`src/rtl/evc_pkg.sv`:
```
// Package for the velocity clamp step: widths, command codes, saturation helpers
// and the microcode sequence. No dependencies.
`default_nettype none
package evc_pkg;

  localparam int DATA_W = 32;
  localparam int FRAC_W = 16;
  localparam int PROD_W = 66;
  localparam int PC_W   = 7;

  localparam logic [2:0] CFG_DRAG     = 3'd0;
  localparam logic [2:0] CFG_MAX_SPD  = 3'd1;
  localparam logic [2:0] CFG_MAX_GRAV = 3'd2;
  localparam logic [2:0] CFG_GRAV_X   = 3'd3;
  localparam logic [2:0] CFG_GRAV_Y   = 3'd4;
  localparam logic [2:0] CFG_GRAV_Z   = 3'd5;

  localparam logic [4:0] OP_NOP    = 5'd0;
  localparam logic [4:0] OP_DRAG   = 5'd1;
  localparam logic [4:0] OP_ACCSUB = 5'd2;
  localparam logic [4:0] OP_SCALE  = 5'd3;
  localparam logic [4:0] OP_MVADD  = 5'd4;
  localparam logic [4:0] OP_GMUL   = 5'd5;
  localparam logic [4:0] OP_GVADD  = 5'd6;
  localparam logic [4:0] OP_SUM    = 5'd7;
  localparam logic [4:0] OP_PMUL   = 5'd8;
  localparam logic [4:0] OP_PADD   = 5'd9;
  localparam logic [4:0] OP_L2CLR  = 5'd10;
  localparam logic [4:0] OP_SQ     = 5'd11;
  localparam logic [4:0] OP_L2ACC  = 5'd12;
  localparam logic [4:0] OP_CAPSQ  = 5'd13;
  localparam logic [4:0] OP_CMP    = 5'd14;
  localparam logic [4:0] OP_SQRT   = 5'd15;
  localparam logic [4:0] OP_MC     = 5'd16;
  localparam logic [4:0] OP_DIV    = 5'd17;
  localparam logic [4:0] OP_WRQ    = 5'd18;

  localparam logic [PC_W-1:0] PC_CLAMP_M = 7'd12;
  localparam logic [PC_W-1:0] PC_GRAV    = 7'd31;
  localparam logic [PC_W-1:0] PC_CLAMP_G = 7'd37;
  localparam logic [PC_W-1:0] PC_SUM     = 7'd56;
  localparam logic [PC_W-1:0] PC_POS     = 7'd59;
  localparam logic [PC_W-1:0] PC_LAST    = 7'd64;

  typedef struct packed {
    logic [4:0]      op;
    logic [1:0]      idx;
    logic            vsel;
    logic [PC_W-1:0] jmp;
  } uop_t;

  typedef struct packed {
    logic exec;
    uop_t uop;
    logic load_in;
    logic load_out;
  } dp_cmd_t;

  typedef struct packed {
    logic over;
    logic sqrt_done;
    logic div_done;
    logic out_busy;
  } dp_stat_t;

  function automatic logic signed [DATA_W-1:0] sat_add(input logic signed [DATA_W:0] s);
    logic signed [DATA_W-1:0] r;
    if (s[DATA_W] != s[DATA_W-1]) begin
      r = s[DATA_W] ? {1'b1, {(DATA_W-1){1'b0}}} : {1'b0, {(DATA_W-1){1'b1}}};
    end else begin
      r = s[DATA_W-1:0];
    end
    return r;
  endfunction

  function automatic logic signed [DATA_W-1:0] fx_sat(input logic signed [PROD_W-1:0] p);
    logic [PROD_W-FRAC_W-1:0] sh;
    logic signed [DATA_W-1:0] r;
    sh = p[PROD_W-1:FRAC_W];
    if ((&sh[PROD_W-FRAC_W-1:DATA_W-1]) || !(|sh[PROD_W-FRAC_W-1:DATA_W-1])) begin
      r = sh[DATA_W-1:0];
    end else begin
      r = sh[PROD_W-FRAC_W-1] ? {1'b1, {(DATA_W-1){1'b0}}} : {1'b0, {(DATA_W-1){1'b1}}};
    end
    return r;
  endfunction

  function automatic uop_t clamp_uop(input logic [4:0] off, input logic vsel,
                                     input logic [PC_W-1:0] skip);
    uop_t u;
    u.op = OP_NOP;
    u.idx = 2'd0;
    u.vsel = vsel;
    u.jmp = skip;
    case (off)
      5'd0:  u.op = OP_L2CLR;
      5'd1:  begin u.op = OP_SQ; u.idx = 2'd0; end
      5'd2:  u.op = OP_L2ACC;
      5'd3:  begin u.op = OP_SQ; u.idx = 2'd1; end
      5'd4:  u.op = OP_L2ACC;
      5'd5:  begin u.op = OP_SQ; u.idx = 2'd2; end
      5'd6:  u.op = OP_L2ACC;
      5'd7:  u.op = OP_CAPSQ;
      5'd8:  u.op = OP_CMP;
      5'd9:  u.op = OP_SQRT;
      5'd10: begin u.op = OP_MC; u.idx = 2'd0; end
      5'd11: u.op = OP_DIV;
      5'd12: begin u.op = OP_WRQ; u.idx = 2'd0; end
      5'd13: begin u.op = OP_MC; u.idx = 2'd1; end
      5'd14: u.op = OP_DIV;
      5'd15: begin u.op = OP_WRQ; u.idx = 2'd1; end
      5'd16: begin u.op = OP_MC; u.idx = 2'd2; end
      5'd17: u.op = OP_DIV;
      5'd18: begin u.op = OP_WRQ; u.idx = 2'd2; end
      default: u.op = OP_NOP;
    endcase
    return u;
  endfunction

  function automatic uop_t ucode(input logic [PC_W-1:0] pc);
    uop_t u;
    logic [PC_W-1:0] off;
    u.op = OP_NOP;
    u.idx = 2'd0;
    u.vsel = 1'b0;
    u.jmp = '0;
    off = '0;
    if (pc < PC_CLAMP_M) begin
      u.idx = pc[3:2];
      case (pc[1:0])
        2'd0: u.op = OP_DRAG;
        2'd1: u.op = OP_ACCSUB;
        2'd2: u.op = OP_SCALE;
        default: u.op = OP_MVADD;
      endcase
    end else if (pc < PC_GRAV) begin
      off = pc - PC_CLAMP_M;
      u = clamp_uop(off[4:0], 1'b0, PC_GRAV);
    end else if (pc < PC_CLAMP_G) begin
      off = pc - PC_GRAV;
      u.idx = off[2:1];
      u.op = off[0] ? OP_GVADD : OP_GMUL;
    end else if (pc < PC_SUM) begin
      off = pc - PC_CLAMP_G;
      u = clamp_uop(off[4:0], 1'b1, PC_SUM);
    end else if (pc < PC_POS) begin
      off = pc - PC_SUM;
      u.idx = off[1:0];
      u.op = OP_SUM;
    end else begin
      off = pc - PC_POS;
      u.idx = off[2:1];
      u.op = off[0] ? OP_PADD : OP_PMUL;
    end
    return u;
  endfunction

endpackage
`default_nettype wire

```
`src/rtl/evc_ctrl.sv`:
```
// Controller: steps through the microcode sequence, waits on the iterative units and waits for the output to be free.
// Depends on evc_pkg.
`default_nettype none
module evc_ctrl import evc_pkg::*; (
  input  wire logic     clk,
  input  wire logic     rst_n,
  input  wire logic     in_valid,
  input  wire logic     in_motion_enable,
  output logic          in_stall,
  input  wire dp_stat_t stat,
  output dp_cmd_t       cmd
);

  localparam logic [2:0] S_IDLE = 3'd0;
  localparam logic [2:0] S_EXEC = 3'd1;
  localparam logic [2:0] S_WSQ  = 3'd2;
  localparam logic [2:0] S_WDIV = 3'd3;
  localparam logic [2:0] S_FIN  = 3'd4;

  logic [2:0]      state_r, state_nxt;
  logic [PC_W-1:0] pc_r, pc_nxt;
  uop_t            uop;

  assign uop = ucode(pc_r);

  always_comb begin
    state_nxt    = state_r;
    pc_nxt       = pc_r;
    cmd.exec     = 1'b0;
    cmd.uop      = uop;
    cmd.load_in  = 1'b0;
    cmd.load_out = 1'b0;
    in_stall     = 1'b1;
    case (state_r)
      S_IDLE: begin
        in_stall = 1'b0;
        if (in_valid) begin
          cmd.load_in = 1'b1;
          pc_nxt      = '0;
          state_nxt   = in_motion_enable ? S_EXEC : S_FIN;
        end
      end
      S_EXEC: begin
        cmd.exec = 1'b1;
        if (uop.op == OP_SQRT) begin
          state_nxt = S_WSQ;
        end else if (uop.op == OP_DIV) begin
          state_nxt = S_WDIV;
        end else if (uop.op == OP_CMP && !stat.over) begin
          pc_nxt = uop.jmp;
        end else if (pc_r == PC_LAST) begin
          state_nxt = S_FIN;
        end else begin
          pc_nxt = PC_W'(pc_r + 1'b1);
        end
      end
      S_WSQ: begin
        if (stat.sqrt_done) begin
          pc_nxt    = PC_W'(pc_r + 1'b1);
          state_nxt = S_EXEC;
        end
      end
      S_WDIV: begin
        if (stat.div_done) begin
          pc_nxt    = PC_W'(pc_r + 1'b1);
          state_nxt = S_EXEC;
        end
      end
      S_FIN: begin
        if (!stat.out_busy) begin
          cmd.load_out = 1'b1;
          state_nxt    = S_IDLE;
        end
      end
      default: state_nxt = S_IDLE;
    endcase
  end

  always_ff @(posedge clk) begin
    if (!rst_n) begin
      state_r <= S_IDLE;
      pc_r    <= '0;
    end else begin
      state_r <= state_nxt;
      pc_r    <= pc_nxt;
    end
  end

endmodule
`default_nettype wire

```
`config.mk`:
```
export PLATFORM = sky130hd
export DESIGN_NAME = evc_ctrl
export DESIGN_NICKNAME = d
export VERILOG_FILES = /design/src/rtl/evc_pkg.sv /design/src/rtl/evc_ctrl.sv
export SDC_FILE = /design/constraint.sdc
export NUM_CORES = 1
export LEC_CHECK = 0
export BUFFER_PORTS_ARGS = -buffer_cell sky130_fd_sc_hd__buf_4
export CAP_MARGIN = 25
export CORE_MARGIN = 2
export CORE_UTILIZATION = 30
export DETAILED_ROUTE_END_ITERATION = 6
export PLACE_DENSITY = 0.49
export SETUP_SLACK_MARGIN = 0.1
export SLEW_MARGIN = 20
export SYNTH_ARGS = -nofsm -noshare
export SYNTH_HDL_FRONTEND = slang
export SYNTH_SLANG_ARGS = --single-unit
```
`constraint.sdc`:
```
create_clock -name clk -period 4.4 [get_ports clk]
set_clock_uncertainty 0.05 [all_clocks]
set_input_delay 0.44 -clock clk [delete_from_list [all_inputs] [get_ports clk]]
set_output_delay 0.44 -clock clk [all_outputs]
set_load 0.05 [all_outputs]
```
; Word level (Yosys, flattened, before mapping)
; Index checks and enable logic that the tools add are counted.
; W data, S select, Z words.
[classes]
n_addsub = 6
muxes = 39
n_lt_le_gt_ge = 5
n_reduce_logical = 23
n_eq_ne = 55
[ops]
columns = cell, count
row1 = $eq A5 B4 Y1 const B, 18
row2 = $pmux W5 S9, 2
row3 = $mux W7, 10
row4 = $reduce_or A3 Y1, 14
row5 = $eq A5 B3 Y1 const B, 8
row6 = $eq A5 B5 Y1 const B, 7
row7 = $pmux W7 S4, 1
row8 = $mux W3, 9
row9 = $mux W8, 3
row10 = $lt A7 B6 Y1 const B, 3
row11 = $eq A5 B2 Y1 const B, 4
row12 = $mux W15, 1
row13 = $pmux W3 S5, 1
row14 = $ne A2 B2 Y1 const B, 6
row15 = $eq A5 B1 Y1 const B, 2
row16 = $logic_not A5 Y1, 2
row17 = $pmux W3 S3, 1
row18 = $ne A4 B4 Y1 const B, 2
row19 = $pmux W2 S2, 2
row20 = $add A7 B1 Y7 const B, 1
row21 = $eq A7 B7 Y1 const B, 1
row22 = $lt A7 B4 Y1 const B, 1
row23 = $lt A7 B5 Y1 const B, 1
row24 = $mux W1, 7
row25 = 20 further kinds, 21
[totals]
wordCells = 130
regBits = 10
out_inout_bits = 19

; Longest topological paths before layout
[depth]
word_depth = 14
ltp_mapped = 15

; Worst setup path after synthesis
; OpenSTA, ideal clock, no wires.
[synth_path]
path_type = reg2reg
start = register pc_r[0]
end = register pc_r[2]
setup_time_ns = 0.126
synth_period_minus_slack_ns = 3.870
stages_incl_launch_ff = 16
setup_slack_ns = 0.530
required_ns = 4.224
arrival_ns = 3.694
path_cell_list = dfxtp_1 -> clkbuf_1 -> inv_1 -> ha_1 -> buf_4 -> buf_6 -> buf_6 -> nor3_1 -> xnor2_1 -> nand2_1 -> o2111ai_1 -> a32oi_1 -> o22ai_1 -> a21oi_4 -> nand2b_1 -> o211ai_1
[synth_rtl]
columns = element, line
row1 = from (decl), evc_ctrl.sv:21  ; logic [PC_W-1:0] pc_r, pc_nxt;
row2 = from (signal assigned), evc_ctrl.sv:85  ; pc_r <= pc_nxt;

; Final worst setup path
[layout_path]
start = register pc_r[1]
end = register pc_r[2]
[layout_between]
elab_chain_len = 14
elab_cells_between_ends = 85
[layout_rtl]
columns = element, line
row1 = $sub A5 B3 Y5, evc_pkg.sv:144  ; off = pc - PC_CLAMP_G;
row2 = "$eq A5 B5 Y1, or another cell as far along", evc_pkg.sv:95  ; case (off)
row3 = $reduce_or A3 Y1 (no line), --
row4 = $pmux W5 S9, evc_pkg.sv:95
row5 = $mux W7, evc_pkg.sv:143  ; end else if (pc < PC_SUM) begin
row6 = $mux W7, evc_pkg.sv:139  ; end else if (pc < PC_CLAMP_G) begin
row7 = $mux W15, evc_pkg.sv:136  ; end else if (pc < PC_GRAV) begin
row8 = $mux W7, evc_pkg.sv:128  ; if (pc < PC_CLAMP_M) begin
row9 = $eq A5 B4 Y1, evc_ctrl.sv:49  ; end else if (uop.op == OP_CMP && !stat.over) begin
row10 = $logic_and A1 B1 Y1, evc_ctrl.sv:49
row11 = $mux W7, evc_ctrl.sv:49
row12 = $mux W7, evc_ctrl.sv:47  ; end else if (uop.op == OP_DIV) begin
row13 = $mux W7, evc_ctrl.sv:45  ; if (uop.op == OP_SQRT) begin
row14 = $pmux W7 S4, evc_ctrl.sv:34  ; case (state_r)
; Several ways; a longest one is shown, not always the timed one. The select of a mux whose other input is x is not followed.
; A chain may end at the register's enable or synchronous reset.

==> flow_summary.toml <==
[global_routing]
grt_antenna_before_repair = 0
global_route.usage.total_pct = 18.2
grt_use_met2_pct = 30.1
grt_use_met1_pct = 25.1
grt_pass1_vias = 2210
grt_first_pass_wirelength_mm = 11.2
largest_net_degree_at_the_start_of_global_routing = 19
global_route.overflow_total = 0
grt_met3_usage_pct = 1.04
gr-max-usage-layer = "met2"

[worst_setup_path]
crit_path_cell_trace = "inv_1 > ha_1 > nor2b_2 > nor2_2 > xnor2_2 > a311oi_1 > a21oi_2 > or4_4 > a21oi_4 > nand2b_1 > o211ai_1"
worstPathRequired_ps = 4470
rr_startpoint = "pc_r[1]$_SDFFE_PN0P_"
rr_endpoint = "pc_r[2]$_SDFFE_PN0P_"
worstSetupEndpointType = "flop"
path_class = "flop to flop"
critPathArrivalTime_ps = 3640
r2r.worst_path.cells = 11
critical_path.max_fanout = 15
r2r_setup_slack_ps = 830
crit_path_top_delay_cell = "sky130_fd_sc_hd__dfxtp_1"
critical_path.max_stage_delay_ps = 610
critPathLaunchType = "flop"

[placement]
io_buffers = 25
worst_slack_at_placement_ps = 882
post-dp-hpwl_mm = 5.36
gp_congestion = 0.888
placed_cells = 402

[sta]
layout_setup_ws_ps = 826
final-setup-viol-count = 0
drv_slew = 0
grt_setup_unrepaired = "no"
fin_crit_sh_pct = 81.2
max_freq_ghz = 0.280
tightest_slew_ps = 762
period_minus_slack_ps = 3570
worst_hold_slack_ps = 470
finalSetupTns_ps = 0
relSlewSlack_pct = 49.1
final-hold-violation-count = 0

[detailed_routing]
remaining_drc_errors = 0
route.vias.total = 2414
routed_via_density = 5.95
route.detailed.wl_per_inst_um = 17.7
detailedRoute.firstPassIterationCount = 5
drt_first_iter_violations = 205
final_routed_wirelength_across_all_metal_layers_mm = 7.20
final_antenna_net_count = 0

[yosys]
synth.cells.most_frequent = "sky130_fd_sc_hd__nor2_1 (24), sky130_fd_sc_hd__nand2_1 (21), sky130_fd_sc_hd__o21ai_0 (19), sky130_fd_sc_hd__a21oi_1 (15)"
netlist_top_cells_area = "sky130_fd_sc_hd__dfxtp_1 (9.4%), sky130_fd_sc_hd__ha_1 (4.7%), sky130_fd_sc_hd__o21ai_0 (4.5%)"
postSynthNetCount = 319
mappedNetlistArea_um2 = 2130
netlist.area_leader.share_pct = 9.41
ys_warn_count = 0
netlist_instances = 303
synth-edff-count = 0
synth_seq_cells = 10
synth.avg_cell_area_um2 = 7.02
synth_ff_type = "sky130_fd_sc_hd__dfxtp_1"
synth.lib_cells_used.distinct = 80
synthMostInstantiatedCell = "sky130_fd_sc_hd__nor2_1"
async_flop_share_pct = 0
ys_seq_area_share_pct = 9.41
yosysTopAreaCell = "sky130_fd_sc_hd__dfxtp_1"

[floorplan]
placeableCoreArea_um2 = 6830
num_io_pins = 27
std_cell_rows = 30
start_util_pct = 31.1
die_height_um = 88.2
die_w_um = 88.2
area_of_the_die_um2 = 7780

[clock_network]
cts-buffers-inserted = 3
clock_tree_from_tritoncts = "done"
cts.repair.resized = 0
hold_bufs_at_cts = 0
postCtsSetupBuffers = 0
clk-insertion-delay-late_ps = 240
htreeDepth = 1
clk_pin_slew_ps = 50
clock_sinks = 10
clockRootBuffer = "sky130_fd_sc_hd__clkbuf_8"
cts-root-to-sink-buffers = 2

[hold_path]
min_delay_worst_endpoint = "pc_r[1]$_SDFFE_PN0P_"
min_path_type = "input pin to flop"
min_from = "rst_n"
hold_path_depth = 3

[cells_and_area]
antenna-diode-count = 0
areaGrowthSynthToFinish_pct = 11.4
fraction_of_layout_instances_using_a_drive_strength_above_1_pct = 21.3
nNetsFinal = 327
final_util_pct = 34.7
stdcell_count = 406

[power_and_ir_drop]
cellPowerDensity_nw_per_um2 = 435
irDropWorstVdd_mv = 0.221
power.leakage_nw = 0.895

[run_status]
outcome = "finished, final reports clean"

[run]
max_cap_violations = 0
-- where the power goes --
| group | switching (mW) | leakage [nW] | internal [mW] | total [mW] |
|---|---|---|---|---|
| sequential | 0.0364 | 0.0811 | 0.106 | 0.142 |
| clock | 0.0379 | 0.0288 | 0.0788 | 0.117 |
| combinational | 0.512 | 0.785 | 0.259 | 0.771 |
| total | 0.586 | 0.895 | 0.444 | 1.03 |
-- how the worst max path moves through the flow --
| stage | from | end | slack [ps] | depth (start not counted) |
|---|---|---|---|---|
| floorplan | pc_r[0]$_SDFFE_PN0P_ | pc_r[2]$_SDFFE_PN0P_ | 530 | 15 |
| global placement | pc_r[1]$_SDFFE_PN0P_ | pc_r[2]$_SDFFE_PN0P_ | 940 | 11 |
| detailed placement | pc_r[1]$_SDFFE_PN0P_ | pc_r[6]$_SDFFE_PN0P_ | 880 | 11 |
| CTS | pc_r[1]$_SDFFE_PN0P_ | pc_r[6]$_SDFFE_PN0P_ | 860 | 11 |
| global route | pc_r[1]$_SDFFE_PN0P_ | pc_r[2]$_SDFFE_PN0P_ | 580 | 11 |
| finish | pc_r[1]$_SDFFE_PN0P_ | pc_r[2]$_SDFFE_PN0P_ | 830 | 11 |
-- per-stage QoR --
step	cell area (µm²)	power, mW
3_5_place_dp	2310	0.900
2_1_floorplan	2130	0.743
3_3_place_gp	2310	0.908
5_1_grt	2370	1.10
4_1_cts	2370	1.02
6_report	2370	1.03
-- cell type report --
class	count	area, µm²
fill	756	4460
multi-input combinational	248	1690
timing repair buffer	33	248
sequential	10	200
tap	96	120
inverter	15	56.3
clock buffer	4	55.1
-- routing by layer --
| layer | vias up | share of wire (%) |
|---|---|---|
| li1 | 1137 | - |
| met1 | 1123 | 44 |
| met2 | 138 | 47 |
| met3 | 16 | 6.9 |
| met4 | 0 | 2.4 |
| met5 | - | 0 |
-- cells by family (layout without fill, tap and decap cells) --
group / count (synthesis) / after routing / share of synthesized area [%]
compound gates: 113 / 113 / 38.3
xor+xnor: 9 / 9 / 5.29
fa+ha+maj: 8 / 8 / 4.71
buf+inv: 45 / 52 / 11.1
flops: 10 / 10 / 9.41
mux: 2 / 2 / 1.00
other cells: 1 / 1 / 0.176
simple gates: 115 / 115 / 30.0
-- state kept, by name (all words and copies together), names as in the netlist --
name and flops:
state_r 3, pc_r 7
-- critical path, delay by kind of cell, from the launching register on --
kind                       cells  cell delay, ps
adders and majority gates      1             390
and+or+nand+nor                4            1130
xor gates and xnor gates       1             190
DFF                            1             610
buffers and inverters          1             190
AOI/OAI and AO/OA              4             880
-- cell usage in the layout, fill, tap and decap left out, types with 3 or more instances in the layout --
cell / Yosys / layout
sky130_fd_sc_hd__a21oi_1: 15 / 15
sky130_fd_sc_hd__xnor2_1: 4 / 4
sky130_fd_sc_hd__nand2_1: 21 / 21
sky130_fd_sc_hd__nand2b_1: 5 / 5
sky130_fd_sc_hd__nor3b_1: 3 / 3
sky130_fd_sc_hd__o211ai_1: 8 / 8
sky130_fd_sc_hd__o32ai_1: 3 / 3
sky130_fd_sc_hd__dfxtp_1: 10 / 10
sky130_fd_sc_hd__buf_4: 7 / 33
sky130_fd_sc_hd__ha_1: 8 / 8
sky130_fd_sc_hd__nand4_1: 4 / 4
sky130_fd_sc_hd__a22oi_1: 3 / 3
sky130_fd_sc_hd__o21ai_0: 19 / 19
sky130_fd_sc_hd__nor2b_1: 6 / 6
sky130_fd_sc_hd__or3_1: 3 / 3
sky130_fd_sc_hd__a221oi_1: 5 / 5
sky130_fd_sc_hd__a32oi_1: 3 / 3
sky130_fd_sc_hd__o22ai_1: 3 / 3
sky130_fd_sc_hd__a31oi_1: 8 / 8
sky130_fd_sc_hd__and2_1: 6 / 6
sky130_fd_sc_hd__inv_1: 13 / 13
sky130_fd_sc_hd__nand3_1: 13 / 13
sky130_fd_sc_hd__o31ai_1: 4 / 4
sky130_fd_sc_hd__o21ai_1: 7 / 7
sky130_fd_sc_hd__nor3_1: 8 / 8
sky130_fd_sc_hd__clkbuf_8: 0 / 4
sky130_fd_sc_hd__nor2_1: 24 / 24
sky130_fd_sc_hd__a311oi_1: 3 / 3
sky130_fd_sc_hd__or2_2: 3 / 3
(Power assumes the default switching activity.)
